==> src/design/dcc_pkg.sv <==
package dcc_pkg;

    localparam int CPUS_PER_NODE = 2;
    localparam int ADDR_SUM_W    = 15;
    localparam int CFG_IDX_W     = 2;

    localparam logic [1:0] ST_UNCACHED = 2'd0;
    localparam logic [1:0] ST_SHARED   = 2'd1;
    localparam logic [1:0] ST_DIRTY    = 2'd3;

    typedef enum logic [2:0] {
        K_LOCAL   = 3'd0,
        K_SISTER  = 3'd1,
        K_HOME    = 3'd2,
        K_DIRTY   = 3'd3,
        K_ST_HIT  = 3'd4,
        K_ST_MISS = 3'd5
    } kind_e_t;

    typedef enum logic [CFG_IDX_W-1:0] {
        CFG_LOCAL_HIT   = 2'd0,
        CFG_SISTER_HIT  = 2'd1,
        CFG_HOME_MEMORY = 2'd2,
        CFG_DIRTY_REM   = 2'd3
    } cfg_idx_t;

    typedef enum logic [4:0] {
        S_CLEAR,
        S_IDLE,
        S_DEC,
        S_LOOKUP,
        S_CHECK,
        S_VIC_RD,
        S_VIC_WB,
        S_SIS_CHK,
        S_DRT_CHK0,
        S_DRT_CHK1,
        S_DRT_DONE,
        S_FILL,
        S_INV_RD,
        S_INV_CHK,
        S_ST_WR,
        S_FINISH
    } state_t;

    typedef struct packed {
        logic [1:0]  node_id;
        logic        cpu_id;
        logic        cmd;
        logic [4:0]  base_value;
        logic [4:0]  reg_field;
        logic [15:0] byte_offset;
    } in_t;

    typedef struct packed {
        logic [31:0] load_data;
        logic [2:0]  service_kind;
        logic [7:0]  cost_charged;
        logic [31:0] total_cost;
        logic        address_error;
    } out_t;

endpackage

==> src/design/dcc_ram.sv <==
module dcc_ram #(
    parameter int WIDTH = 32,
    parameter int DEPTH = 64
) (
    input  logic                     clk,
    input  logic                     we,
    input  logic [$clog2(DEPTH)-1:0] waddr,
    input  logic [WIDTH-1:0]         wdata,
    input  logic [$clog2(DEPTH)-1:0] raddr,
    output logic [WIDTH-1:0]         rdata
);
    logic [WIDTH-1:0] mem [DEPTH];

    always_ff @(posedge clk) begin
        if (we) begin
            mem[waddr] <= wdata;
        end
        rdata <= mem[raddr];
    end
endmodule

==> src/design/dcc_addr_dec.sv <==
module dcc_addr_dec #(
    parameter int TOTAL_WORDS = 64,
    parameter int CACHE_LINES = 4
) (
    input  logic                                   clk,
    input  logic                                   en,
    input  logic [dcc_pkg::ADDR_SUM_W-1:0]         addr,
    output logic [$clog2(CACHE_LINES)-1:0]         idx,
    output logic [((TOTAL_WORDS + CACHE_LINES - 1) / CACHE_LINES > 1 ?
                   $clog2((TOTAL_WORDS + CACHE_LINES - 1) / CACHE_LINES) : 1)-1:0] tag,
    output logic                                   err
);
    import dcc_pkg::*;

    localparam int AWD  = $clog2(TOTAL_WORDS);
    localparam int IDXW = $clog2(CACHE_LINES);
    localparam int TAGN = (TOTAL_WORDS + CACHE_LINES - 1) / CACHE_LINES;
    localparam int TAGW = TAGN > 1 ? $clog2(TAGN) : 1;
    localparam int SH   = AWD + 7;
    localparam int RCP  = (2 ** SH) / CACHE_LINES;
    localparam int PW   = AWD + SH;

    logic [AWD-1:0]  x1_reg;
    logic [AWD-1:0]  q1_reg;
    logic [PW-1:0]   prod;
    logic [IDXW:0]   rem;
    logic            fix;

    // reciprocal estimate is low by at most one
    assign prod = PW'(addr[AWD-1:0]) * PW'(RCP);

    always_ff @(posedge clk) begin
        if (en) begin
            x1_reg <= addr[AWD-1:0];
            q1_reg <= AWD'(prod >> SH);
            err    <= addr >= ADDR_SUM_W'(TOTAL_WORDS);
        end
    end

    assign rem = (IDXW+1)'(32'(x1_reg) - 32'(q1_reg) * CACHE_LINES);
    assign fix = 32'(rem) >= CACHE_LINES;

    always_ff @(posedge clk) begin
        tag <= fix ? TAGW'(q1_reg + AWD'(1)) : TAGW'(q1_reg);
        idx <= fix ? IDXW'(32'(rem) - CACHE_LINES) : IDXW'(rem);
    end
endmodule

==> src/design/directory_coherence_controller.sv <==
// Directory coherence controller: serves one load or store per item for a
// system of NODES nodes, two CPUs each, with direct-mapped caches and a
// per-word directory.
// Channels: s_valid/s_ready/s_data carries one access item; m_valid/m_ready/
// m_data returns one result item per access. cfg_valid/cfg_ready/cfg_index/
// cfg_data writes the four cost registers; cfg_ready is always high.
// A load miss writes back a dirty victim if there is one, then tries the
// sister line before home memory or a dirty remote fetch. A store walks
// the candidate lines of every node through the single cache RAM read
// port to invalidate sharer copies; a store hit then writes its new data.
// One item is in flight at a time.
// Reset: a clearing pass over max(NODES*WORDS_PER_NODE, NODES*2*CACHE_LINES)
// entries (64 at default sizes) loads memory with address+5 and clears the
// directory and cache lines; s_ready stays low during it.
// Stall: the result sits in an output register; the next item may be
// accepted and worked on, but it holds at its last step until that
// register is taken.
module directory_coherence_controller #(
    parameter int NODES          = 4,
    parameter int CACHE_LINES    = 4,
    parameter int WORDS_PER_NODE = 16
) (
    input  logic                          aclk,
    input  logic                          aresetn,
    input  logic                          s_valid,
    output logic                          s_ready,
    input  dcc_pkg::in_t                  s_data,
    output logic                          m_valid,
    input  logic                          m_ready,
    output dcc_pkg::out_t                 m_data,
    input  logic                          cfg_valid,
    output logic                          cfg_ready,
    input  logic [dcc_pkg::CFG_IDX_W-1:0] cfg_index,
    input  logic [7:0]                    cfg_data
);
    import dcc_pkg::*;

    localparam int TOTAL  = NODES * WORDS_PER_NODE;
    localparam int AWD    = $clog2(TOTAL);
    localparam int NW     = $clog2(NODES);
    localparam int IDXW   = $clog2(CACHE_LINES);
    localparam int TAGN   = (TOTAL + CACHE_LINES - 1) / CACHE_LINES;
    localparam int TAGW   = TAGN > 1 ? $clog2(TAGN) : 1;
    localparam int VAW    = TAGW + IDXW;
    localparam int NLINES = NODES * CPUS_PER_NODE * CACHE_LINES;
    localparam int LAW    = $clog2(NLINES);
    localparam int LW     = 1 + TAGW + 32;
    localparam int DW     = 2 + NODES;
    localparam int NREGS  = NODES * CPUS_PER_NODE * 2;
    localparam int RFW    = $clog2(NREGS);
    localparam int CLRN   = TOTAL > NLINES ? TOTAL : NLINES;
    localparam int CW     = $clog2(CLRN);
    localparam int JW     = $clog2(2 * NODES);

    state_t state_reg, state_next;

    // cost registers
    logic [7:0] local_cost_reg, sister_cost_reg, home_cost_reg, dirty_cost_reg;

    // latched request
    logic [NW-1:0]  node_reg;
    logic           cpu_reg, cmd_reg, rsel_reg;
    logic [AWD-1:0] addr_reg;

    // captured RAM reads and working values
    logic [LW-1:0]  loc_reg, loc_next;
    logic [DW-1:0]  dirv_reg, dirv_next;
    logic [31:0]    memd_reg, memd_next;
    logic [31:0]    dat_reg, dat_next;
    kind_e_t        kind_reg, kind_next;
    logic [7:0]     cost_reg, cost_next;
    logic [JW-1:0]  j_reg, j_next;
    logic [CW-1:0]  clr_reg, clr_next;
    logic [31:0]    total_reg;
    logic           out_valid_reg;
    out_t           out_reg;
    logic           out_load;

    logic [31:0]    rf_reg [NREGS];
    logic           rf_we;
    logic [RFW-1:0] rf_idx;
    logic [31:0]    rf_rdata;

    // RAM ports
    logic           dir_we, mem_we, c_we;
    logic [AWD-1:0] dir_waddr, dir_raddr, mem_waddr, mem_raddr;
    logic [DW-1:0]  dir_wdata, dir_rdata;
    logic [31:0]    mem_wdata, mem_rdata;
    logic [LAW-1:0] c_waddr, c_raddr;
    logic [LW-1:0]  c_wdata, c_rdata;

    // address decode
    logic [ADDR_SUM_W-1:0] s_addr;
    logic [IDXW-1:0]       idx_dec;
    logic [TAGW-1:0]       tag_dec;
    logic                  err_dec;
    logic                  accept;
    logic [31:0]           node_full;

    // derived conditions
    logic                  rd_hit;
    logic [LAW-1:0]        line_loc, line_sis, line_fs0, line_fs1, line_j;
    logic [VAW-1:0]        va_full;
    logic                  va_ok;
    logic [NW-1:0]         fs_node;
    logic                  fs_any;
    logic [NODES-1:0]      node_bit;
    logic [NODES-1:0]      dir_sh, rd_sh;
    logic [1:0]            dir_st, rd_st;
    logic                  j_last;

    function automatic logic [LAW-1:0] line_at(input logic [NW-1:0] n, input logic c,
                                               input logic [IDXW-1:0] i);
        return LAW'((32'(n) * CPUS_PER_NODE + 32'(c)) * CACHE_LINES + 32'(i));
    endfunction

    assign accept    = s_valid && s_ready;
    assign s_ready   = (state_reg == S_IDLE);
    assign cfg_ready = 1'b1;
    assign m_valid   = out_valid_reg;
    assign m_data    = out_reg;

    assign s_addr    = ADDR_SUM_W'(s_data.base_value) + ADDR_SUM_W'(s_data.byte_offset >> 2);
    // node_id is below twice NODES, so one subtract folds it
    assign node_full = (32'(s_data.node_id) >= NODES) ? 32'(s_data.node_id) - NODES
                                                       : 32'(s_data.node_id);

    dcc_addr_dec #(
        .TOTAL_WORDS(TOTAL),
        .CACHE_LINES(CACHE_LINES)
    ) u_dec (
        .clk (aclk),
        .en  (accept),
        .addr(s_addr),
        .idx (idx_dec),
        .tag (tag_dec),
        .err (err_dec)
    );

    dcc_ram #(.WIDTH(DW), .DEPTH(TOTAL)) u_dir_ram (
        .clk(aclk), .we(dir_we), .waddr(dir_waddr), .wdata(dir_wdata),
        .raddr(dir_raddr), .rdata(dir_rdata)
    );

    dcc_ram #(.WIDTH(32), .DEPTH(TOTAL)) u_mem_ram (
        .clk(aclk), .we(mem_we), .waddr(mem_waddr), .wdata(mem_wdata),
        .raddr(mem_raddr), .rdata(mem_rdata)
    );

    dcc_ram #(.WIDTH(LW), .DEPTH(NLINES)) u_cache_ram (
        .clk(aclk), .we(c_we), .waddr(c_waddr), .wdata(c_wdata),
        .raddr(c_raddr), .rdata(c_rdata)
    );

    // line {valid, tag, data}; directory {status, sharers}
    assign rd_hit   = c_rdata[LW-1] && (c_rdata[32 +: TAGW] == tag_dec);
    assign line_loc = line_at(node_reg, cpu_reg, idx_dec);
    assign line_sis = line_at(node_reg, ~cpu_reg, idx_dec);
    assign line_fs0 = line_at(fs_node, 1'b0, idx_dec);
    assign line_fs1 = line_at(fs_node, 1'b1, idx_dec);
    assign line_j   = line_at(j_reg[JW-1:1], j_reg[0], idx_dec);
    assign va_full  = VAW'(32'(loc_reg[32 +: TAGW]) * CACHE_LINES + 32'(idx_dec));
    assign va_ok    = 32'(va_full) < TOTAL;
    assign node_bit = NODES'(1) << node_reg;
    assign dir_st   = dirv_reg[DW-1 -: 2];
    assign dir_sh   = dirv_reg[NODES-1:0];
    assign rd_st    = dir_rdata[DW-1 -: 2];
    assign rd_sh    = dir_rdata[NODES-1:0];
    assign j_last   = (j_reg == JW'(2 * NODES - 1));
    assign rf_idx   = RFW'((32'(node_reg) * CPUS_PER_NODE + 32'(cpu_reg)) * 2 + 32'(rsel_reg));
    assign rf_rdata = rf_reg[rf_idx];

    // lowest sharer node
    always_comb begin
        fs_node = '0;
        fs_any  = 1'b0;
        for (int n = NODES - 1; n >= 0; n--) begin
            if (dir_sh[n]) begin
                fs_node = NW'(n);
                fs_any  = 1'b1;
            end
        end
    end

    // next state
    always_comb begin
        state_next = state_reg;
        unique case (state_reg)
            S_CLEAR:    if (clr_reg == CW'(CLRN - 1)) state_next = S_IDLE;
            S_IDLE:     if (accept) state_next = S_DEC;
            S_DEC:      state_next = S_LOOKUP;
            S_LOOKUP:   state_next = err_dec ? S_FINISH : S_CHECK;
            S_CHECK: begin
                if (cmd_reg) state_next = S_INV_RD;
                else if (rd_hit) state_next = S_FILL;
                else if (c_rdata[LW-1]) state_next = S_VIC_RD;
                else state_next = S_SIS_CHK;
            end
            S_VIC_RD:   state_next = S_VIC_WB;
            S_VIC_WB:   state_next = S_SIS_CHK;
            S_SIS_CHK: begin
                if (rd_hit || dir_st != ST_DIRTY) state_next = S_FILL;
                else if (fs_any) state_next = S_DRT_CHK0;
                else state_next = S_DRT_DONE;
            end
            S_DRT_CHK0: state_next = rd_hit ? S_DRT_DONE : S_DRT_CHK1;
            S_DRT_CHK1: state_next = S_DRT_DONE;
            S_DRT_DONE: state_next = S_FILL;
            S_FILL:     state_next = S_FINISH;
            S_INV_RD: begin
                if (dir_sh[j_reg[JW-1:1]]) state_next = S_INV_CHK;
                else if (j_last) state_next = (kind_reg == K_ST_HIT) ? S_ST_WR : S_FINISH;
            end
            S_INV_CHK: begin
                if (j_last) state_next = (kind_reg == K_ST_HIT) ? S_ST_WR : S_FINISH;
                else state_next = S_INV_RD;
            end
            S_ST_WR:    state_next = S_FINISH;
            S_FINISH:   if (!out_valid_reg || m_ready) state_next = S_IDLE;
            default:    state_next = S_CLEAR;
        endcase
    end

    // RAM controls and datapath
    always_comb begin
        dir_we    = 1'b0;
        dir_waddr = addr_reg;
        dir_wdata = dirv_reg;
        dir_raddr = addr_reg;
        mem_we    = 1'b0;
        mem_waddr = addr_reg;
        mem_wdata = dat_reg;
        mem_raddr = addr_reg;
        c_we      = 1'b0;
        c_waddr   = line_loc;
        c_wdata   = {1'b1, tag_dec, dat_reg};
        c_raddr   = line_loc;
        rf_we     = 1'b0;
        out_load  = 1'b0;
        loc_next  = loc_reg;
        dirv_next = dirv_reg;
        memd_next = memd_reg;
        dat_next  = dat_reg;
        kind_next = kind_reg;
        cost_next = cost_reg;
        j_next    = j_reg;
        clr_next  = clr_reg;
        unique case (state_reg)
            S_CLEAR: begin
                mem_we    = 32'(clr_reg) < TOTAL;
                mem_waddr = AWD'(clr_reg);
                mem_wdata = 32'(clr_reg) + 32'd5;
                dir_we    = 32'(clr_reg) < TOTAL;
                dir_waddr = AWD'(clr_reg);
                dir_wdata = '0;
                c_we      = 32'(clr_reg) < NLINES;
                c_waddr   = LAW'(clr_reg);
                c_wdata   = '0;
                clr_next  = clr_reg + CW'(1);
            end
            S_IDLE, S_DEC: begin
            end
            S_LOOKUP: begin
                kind_next = K_LOCAL;
                cost_next = '0;
                dat_next  = '0;
            end
            S_CHECK: begin
                loc_next  = c_rdata;
                dirv_next = dir_rdata;
                memd_next = mem_rdata;
                j_next    = '0;
                if (!cmd_reg) begin
                    if (rd_hit) begin
                        dat_next  = c_rdata[31:0];
                        kind_next = K_LOCAL;
                        cost_next = local_cost_reg;
                    end else if (!c_rdata[LW-1]) begin
                        c_raddr = line_sis;
                    end
                end else if (rd_hit) begin
                    dir_we    = 1'b1;
                    dir_wdata = {ST_DIRTY, rd_sh};
                    kind_next = K_ST_HIT;
                    cost_next = local_cost_reg;
                end else begin
                    mem_we    = 1'b1;
                    mem_wdata = rf_rdata;
                    dir_we    = 1'b1;
                    dir_wdata = {(rd_st == ST_DIRTY) ? ST_SHARED : rd_st, rd_sh};
                    kind_next = K_ST_MISS;
                    cost_next = home_cost_reg;
                end
            end
            S_VIC_RD: begin
                dir_raddr = AWD'(va_full);
            end
            S_VIC_WB: begin
                // victim's directory status arrives now
                mem_we    = va_ok && (rd_st == ST_DIRTY);
                mem_waddr = AWD'(va_full);
                mem_wdata = loc_reg[31:0];
                c_raddr   = line_sis;
            end
            S_SIS_CHK: begin
                if (rd_hit) begin
                    dat_next  = c_rdata[31:0];
                    kind_next = K_SISTER;
                    cost_next = sister_cost_reg;
                end else if (dir_st != ST_DIRTY) begin
                    dat_next  = memd_reg;
                    dir_we    = 1'b1;
                    dir_wdata = {ST_SHARED, dir_sh | node_bit};
                    kind_next = K_HOME;
                    cost_next = home_cost_reg;
                end else begin
                    // dirty word: fall back to memory if no owner line matches
                    dat_next  = memd_reg;
                    kind_next = K_DIRTY;
                    cost_next = dirty_cost_reg;
                    c_raddr   = line_fs0;
                end
            end
            S_DRT_CHK0: begin
                if (rd_hit) dat_next = c_rdata[31:0];
                c_raddr = line_fs1;
            end
            S_DRT_CHK1: begin
                if (rd_hit) dat_next = c_rdata[31:0];
            end
            S_DRT_DONE: begin
                mem_we    = 1'b1;
                dir_we    = 1'b1;
                dir_wdata = {ST_SHARED, dir_sh | node_bit};
            end
            S_FILL: begin
                c_we  = 1'b1;
                rf_we = 1'b1;
            end
            S_INV_RD: begin
                c_raddr = line_j;
                if (!dir_sh[j_reg[JW-1:1]] && !j_last) j_next = j_reg + JW'(1);
            end
            S_INV_CHK: begin
                c_we    = rd_hit;
                c_waddr = line_j;
                c_wdata = {1'b0, c_rdata[LW-2:0]};
                if (!j_last) j_next = j_reg + JW'(1);
            end
            S_ST_WR: begin
                c_we    = 1'b1;
                c_wdata = {1'b1, tag_dec, rf_rdata};
            end
            S_FINISH: begin
                out_load = !out_valid_reg || m_ready;
            end
            default: begin
            end
        endcase
    end

    always_ff @(posedge aclk) begin
        if (!aresetn) begin
            state_reg       <= S_CLEAR;
            clr_reg         <= '0;
            out_valid_reg   <= 1'b0;
            total_reg       <= '0;
            local_cost_reg  <= 8'd1;
            sister_cost_reg <= 8'd30;
            home_cost_reg   <= 8'd100;
            dirty_cost_reg  <= 8'd135;
            for (int r = 0; r < NREGS; r++) rf_reg[r] <= '0;
        end else begin
            state_reg <= state_next;
            clr_reg   <= clr_next;
            if (cfg_valid) begin
                unique case (cfg_idx_t'(cfg_index))
                    CFG_LOCAL_HIT:   local_cost_reg  <= cfg_data;
                    CFG_SISTER_HIT:  sister_cost_reg <= cfg_data;
                    CFG_HOME_MEMORY: home_cost_reg   <= cfg_data;
                    CFG_DIRTY_REM:   dirty_cost_reg  <= cfg_data;
                    default: begin
                    end
                endcase
            end
            if (rf_we) rf_reg[rf_idx] <= dat_reg;
            if (out_load) begin
                out_valid_reg <= 1'b1;
                total_reg     <= total_reg + 32'(cost_reg);
            end else if (m_ready) begin
                out_valid_reg <= 1'b0;
            end
        end
    end

    always_ff @(posedge aclk) begin
        if (accept) begin
            node_reg <= NW'(node_full);
            cpu_reg  <= s_data.cpu_id;
            cmd_reg  <= s_data.cmd;
            rsel_reg <= ~s_data.reg_field[0];
            addr_reg <= s_addr[AWD-1:0];
        end
        loc_reg  <= loc_next;
        dirv_reg <= dirv_next;
        memd_reg <= memd_next;
        dat_reg  <= dat_next;
        kind_reg <= kind_next;
        cost_reg <= cost_next;
        j_reg    <= j_next;
        if (out_load) begin
            out_reg.load_data     <= (cmd_reg || err_dec) ? 32'd0 : dat_reg;
            out_reg.service_kind  <= kind_reg;
            out_reg.cost_charged  <= cost_reg;
            out_reg.total_cost    <= total_reg + 32'(cost_reg);
            out_reg.address_error <= err_dec;
        end
    end
endmodule

==> config.mk <==
export PLATFORM = sky130hd
export DESIGN_NAME = directory_coherence_controller
export DESIGN_NICKNAME = d
export VERILOG_FILES = /design/src/design/dcc_pkg.sv /design/src/design/dcc_ram.sv /design/src/design/dcc_addr_dec.sv /design/src/design/directory_coherence_controller.sv
export SDC_FILE = /design/constraint.sdc
export NUM_CORES = 2
export LEC_CHECK = 0
export BUFFER_PORTS_ARGS = -buffer_cell sky130_fd_sc_hd__buf_4
export CAP_MARGIN = 20
export CORE_ASPECT_RATIO = 0.6
export CORE_MARGIN = 5
export CORE_UTILIZATION = 43
export DETAILED_ROUTE_END_ITERATION = 7
export PLACE_DENSITY = 0.56
export SYNTH_ARGS = -nofsm -noshare
export SYNTH_HDL_FRONTEND = slang
export SYNTH_MEMORY_MAX_BITS = 65536
export SYNTH_SLANG_ARGS = --single-unit
==> constraint.sdc <==
create_clock -name aclk -period 6.56 [get_ports aclk]
set_input_delay 1.312 -clock aclk [delete_from_list [all_inputs] [get_ports aclk]]
set_output_delay 1.312 -clock aclk [all_outputs]
set_load 0.05 [all_outputs]
Word-level counts from Yosys, hierarchy flattened
Memories as Yosys holds them, arrays and structs flattened. A register that Yosys moved wholly into a read port is not among the register bits.
Index checks and enable logic that the tools add are counted.

operators by class
  $add $sub $neg = 19
  magnitude comparators = 4
  equal/unequal tests = 32
  shifts and indexed selects = 1
  mux-type cells = 91
  bitwise gates (word level) = 3
  reduce and logical (&&, ||, !) cells = 27

operators by type and width
  kind                   number
  $mux W32               6
  $pmux W32 S4           1
  $pmux W37 S3           1
  $pmux W32 S3           1
  $pmux W5 S15           1
  $mux W5                10
  $eq A5 B4 Y1 const B   8
  $mux W8                5
  $mux W6                6
  $add A32 B8 Y32        1
  $reduce_or A32 Y1      1
  $mux W1                28
  $add A5 B2 Y5          5
  $pmux W5 S5            1
  $mux W2                12
  $pmux W6 S4            1
  $pmux W8 S3            1
  $eq A5 B3 Y1 const B   4
  $mux W4                5
  $pmux W3 S3            2
  $add A5 B14 Y15        1
  $ge A15 B7 Y1 const B  1
  $mux W3                4
  $ne A2 B2 Y1 const B   6
  other kinds (40)       65

storage, ports and cells
  register bits after elaboration = 294
  bits in writable memories = 4128
  input port bits = 45
  output and inout bits = 79
  logic and storage cells = 210
  memories kept = 4

memory list
  memory           depth  width  read ports  clocked after memory_dff  write ports  line                                  text
  u_mem_ram.mem    64     32     1           1                         1            dcc_ram.sv:12                         logic [WIDTH-1:0] mem [DEPTH];
  u_cache_ram.mem  32     37     1           1                         1            dcc_ram.sv:12
  rf_reg           16     32     1           0                         16           directory_coherence_controller.sv:79  logic [31:0] rf_reg [NREGS];
  u_dir_ram.mem    64     6      1           1                         1            dcc_ram.sv:12

Depth between registers and ports, before layout
  depth after elaboration = 8
  depth in mapped cells = 13
  gate-level depth less buffers = 10

Hierarchy
Synthesis repeated with hierarchy kept, for this count alone.

second synthesis, totals
  cell total of the unflattened synthesis = 9274
  area, all modules = 177566.6 um^2

by module, submodules not included
  module                          times used  cells an instance  area each (um^2)  sequential area each (um^2)
  dcc_ram at u_mem_ram            1           3324               78515.3           62139.6
  dcc_ram at u_cache_ram          1           2605               46847.4           36294.8
  directory_coherence_controller  1           2608               36627.6           23092.1
  dcc_ram at u_dir_ram            1           720                15225.9           11651.2
  dcc_addr_dec                    1           17                 350.3             330.3

Least setup slack after synthesis
OpenSTA, ideal clock, no wires.

  path type = reg2reg
  start = register state_reg[1]
  end = memory u_mem_ram.mem[0][16], data pin
  library setup time = 0.702 ns
  arrival time = 4.782 ns
  data required time = 5.858 ns
  setup slack = 1.077 ns
  cell stages (with the launch flop) = 7
  buffers on the path = 2
  clock period less this slack = 5.483 ns
  cell sequence = dfxtp_1 -> buf_2 -> or4b_1 -> inv_2 -> nor2_1 -> clkbuf_1 -> o21ai_0

on the way
  word-level cells in the longest chain between the ends = 2
  elaborated cells on any way between the ends = 4
  those cells by class = eq/ne (2); mux (1); reduce/logical (1)

ends and longest elaborated chain
  item                                              line                                   text
  start, declared                                   directory_coherence_controller.sv:55   state_t state_reg, state_next;
  start signal, assigned                            directory_coherence_controller.sv:374  state_reg <= state_next;
  $eq A5 B3 Y1 or $logic_not A5 Y1 (tied branches)  directory_coherence_controller.sv:248  unique case (state_reg)
  $pmux W32 S3 (*)                                  directory_coherence_controller.sv:248
  named net mem_wdata[16]                           directory_coherence_controller.sv:88   logic [31:0] mem_wdata, mem_rdata;
  end, declared                                     dcc_ram.sv:12

The timed path passes the listed nets; every way through them passes the cells marked *.

Final worst setup path
  start = register state_reg[2]
  end = memory u_mem_ram.mem[54][27] (netlist: u_mem_ram.mem[27][27]), enable pin

on the way
  word-level cells in the longest chain between the ends = 5
  elaborated cells on any way between the ends = 9
  those cells by class = eq/ne (3); mux (4); reduce/logical (2)

ends and longest elaborated chain
  item                                              line                                   text
  $eq A5 B4 Y1 or $logic_not A5 Y1 (tied branches)  directory_coherence_controller.sv:248
  $reduce_or A2 Y1 (no line)                        -
  $pmux W1 S3                                       directory_coherence_controller.sv:248
  $mux W1                                           dcc_ram.sv:15                          if (we) begin
  $mux W1 (implied by the code)                     dcc_ram.sv:16                          mem[waddr] <= wdata;

Several ways; a longest one is shown, not always the timed one.

==> results.json <==
{
  "p_per_area_mw_per_mm2": 373,
  "first_global_vias": 88100,
  "status": "finished with violations",
  "period_minus_slack_ps": 5290,
  "numCtsBuffers": 406,
  "cts.path.max_buffers": 4,
  "io_pins": 124,
  "htree_levels": 5,
  "core_area_mm2": 0.409,
  "relSlewSlack": 0.198,
  "final.fill_count": 32800,
  "syn-num-nets": 8664,
  "finalSetupTns_ps": 0,
  "setup_viol": 0,
  "hp-class": "reg2reg",
  "start_kind": "register",
  "rsz0062_at_grt": "no",
  "track_usage": 0.237,
  "cts_setup_buffers": 0,
  "die_x_um": 837,
  "clkSlewWorstSetupHoldPaths_ps": 60,
  "syn_area_mm2": 0.176,
  "cp-end-kind": "register",
  "worstPathArrival_ps": 5890,
  "initial_core_util": 0.431,
  "cts_root_buf": "clkbuf_16",
  "yosys_warnings": 0,
  "peakVddDrop_uv": 293,
  "ys_seq_elements": 4492,
  "path_max_fanout": 25,
  "critPathKind": "reg2reg",
  "grt_first_pass_wirelength_um": 710000,
  "drv_slew": 0,
  "fmax_ghz": 0.189,
  "finalNetCount": 9015,
  "synth_edf_count": 4336,
  "fin_crit_sh": 0.806,
  "grt_max_degree": 142,
  "viasPerCell": 6.18,
  "ys.flop_type": "edfxtp_1",
  "synthCells": 8601,
  "routabilityCongestion": 0.849,
  "drtIter0Drc": 13700,
  "seq_area_frac_synth": 0.756,
  "post_cts_resized": 0,
  "antenna_found_initial": 38,
  "worstMarginPinSlew_ps": 1190,
  "violations": "design-rule violations",
  "ant_nets": 0,
  "layout-drive-gt1-share": 0.262,
  "largest_reg_flops": 2048,
  "drcViolationCount": 3,
  "dr.pass1.iters": 8,
  "skew_ps": 63.3,
  "rows": 182,
  "critPathRequiredTime_ps": 7160,
  "final_core_util": 0.489,
  "async_flop_share": 0,
  "cts_hold_buf": 0,
  "cts_tree": "done",
  "avgSynthCellArea_um2": 20.5,
  "grt.overflow.total": 0,
  "ys_types": 83,
  "drv_cap": 0,
  "worstSkewPairLatency_ps": 950,
  "place.port_buffers": 116,
  "wl_um": 512000,
  "p_leak_nw": 64.7,
  "hpwlAfterDp_um": 305000,
  "via_count": 91100,
  "hold_viol": 0,
  "die_area_mm2": 0.423,
  "clkSinkCount": 4492,
  "syn_to_final_growth_pct": 13.4,
  "layout_commonest_cell": "edfxtp_1",
  "dieHeight_um": 506,
  "wl_per_cell_um": 34.7,
  "mostFrequentLayoutCells": "edfxtp_1, mux4_2, and2_1, clkbuf_16, buf_4"
}
## routing by layer
metal  wire, um  up-vias  GRT usage
met5         75        -          0
met3      55800      627     0.0535
met2     216000     5193      0.329
met4      11600       10     0.0516
li1           -    36000          -
met1     228000    49300      0.382
## layout make-up
type / instances / area (um^2) / share of cell area
flip-flops and latches: 4492 / 133000 / 0.667
inverters: 52 / 200 / 0.00100
clock buffers: 528 / 11000 / 0.0551
repair buffers: 458 / 4210 / 0.0210
clock inverters: 217 / 2270 / 0.0114
well taps: 5428 / 6790 / 0.0340
multi-input cells: 3542 / 42100 / 0.210
diodes: 16 / 40.0 / 0.000200
## report_power, final
part | leakage, nW | internal [mW] | total (mW) | switching, mW
Clock | 6.46 | 13.6 | 24.2 | 10.6
Sequential | 41.8 | 36.7 | 37.6 | 0.875
Combinational | 16.4 | 3.20 | 12.8 | 9.62
## cells in the mapped netlist, drive strengths merged, types with 7 or more instances
library cell	n	share of area
a311oi	8	0.00047
o21ai	77	0.0022
mux2	15	0.0010
nand2b	32	0.0011
mux2i	217	0.012
o31ai	13	0.00055
a211oi	12	0.00054
o22ai	9	0.00032
edfxtp	4336	0.74
mux4	1155	0.15
nor4	14	0.00057
xor2	21	0.0010
nor2b	11	0.00039
inv	51	0.0011
nand4	25	0.00089
a22oi	70	0.0030
nor2	284	0.0061
nor3	26	0.00080
and2	553	0.020
nand3b	8	0.00034
a222oi	40	0.0023
or4	7	0.00030
nand2	381	0.0081
a31oi	25	0.00089
xnor2	38	0.0019
nand3	171	0.0049
dfxtp	156	0.018
clkbuf	360	0.0077
or2	10	0.00035
a22o	44	0.0022
ha	16	0.0011
and3	53	0.0019
buf	155	0.0044
a21oi	99	0.0028
a32oi	10	0.00050
o211ai	10	0.00043
a221oi	9	0.00045
a221o	15	0.00085
## path summary, 6_finish.rpt
path                       start               endpoint  slack [ps]  depth (start not counted)
max                 state_reg[2]  u_mem_ram.mem[27][27]        1270                          6
min          u_mem_ram.rdata[29]           memd_reg[29]         400                          0
min reg2reg  u_mem_ram.rdata[29]           memd_reg[29]         400                          0
max reg2reg         state_reg[2]  u_mem_ram.mem[27][27]        1270                          6
## through the flow
step                std cells  worst slack [ps]  hold slack (ps)  power (mW)  cell area, um^2
floorplan                8601              1080              346        44.1           176000
global placement        14000              1510              388        50.3           186000
detailed placement      14000              1410              389        50.8           186000
CTS                     14700              1360              395        74.8           200000
global route            14700              1060              410        76.9           200000
finish                  14700              1270              404        74.6           200000
## cell families after synthesis
group	synth area share
other cells	0.0000213
xor+xnor	0.00293
buf+inv	0.0132
mux	0.161
compound gates	0.0193
flops	0.756
simple gates	0.0464
fa+ha+maj	0.00136
## critical path, cell delays in order (launching register included)
cell      delay, ps
dfxtp_1         970
or4b_1          650
nand3_1         410
a221o_1         680
nand3b_1        790
nor2_4         1020
buf_4           400
No activity file was read; power rests on OpenSTA's default activity.
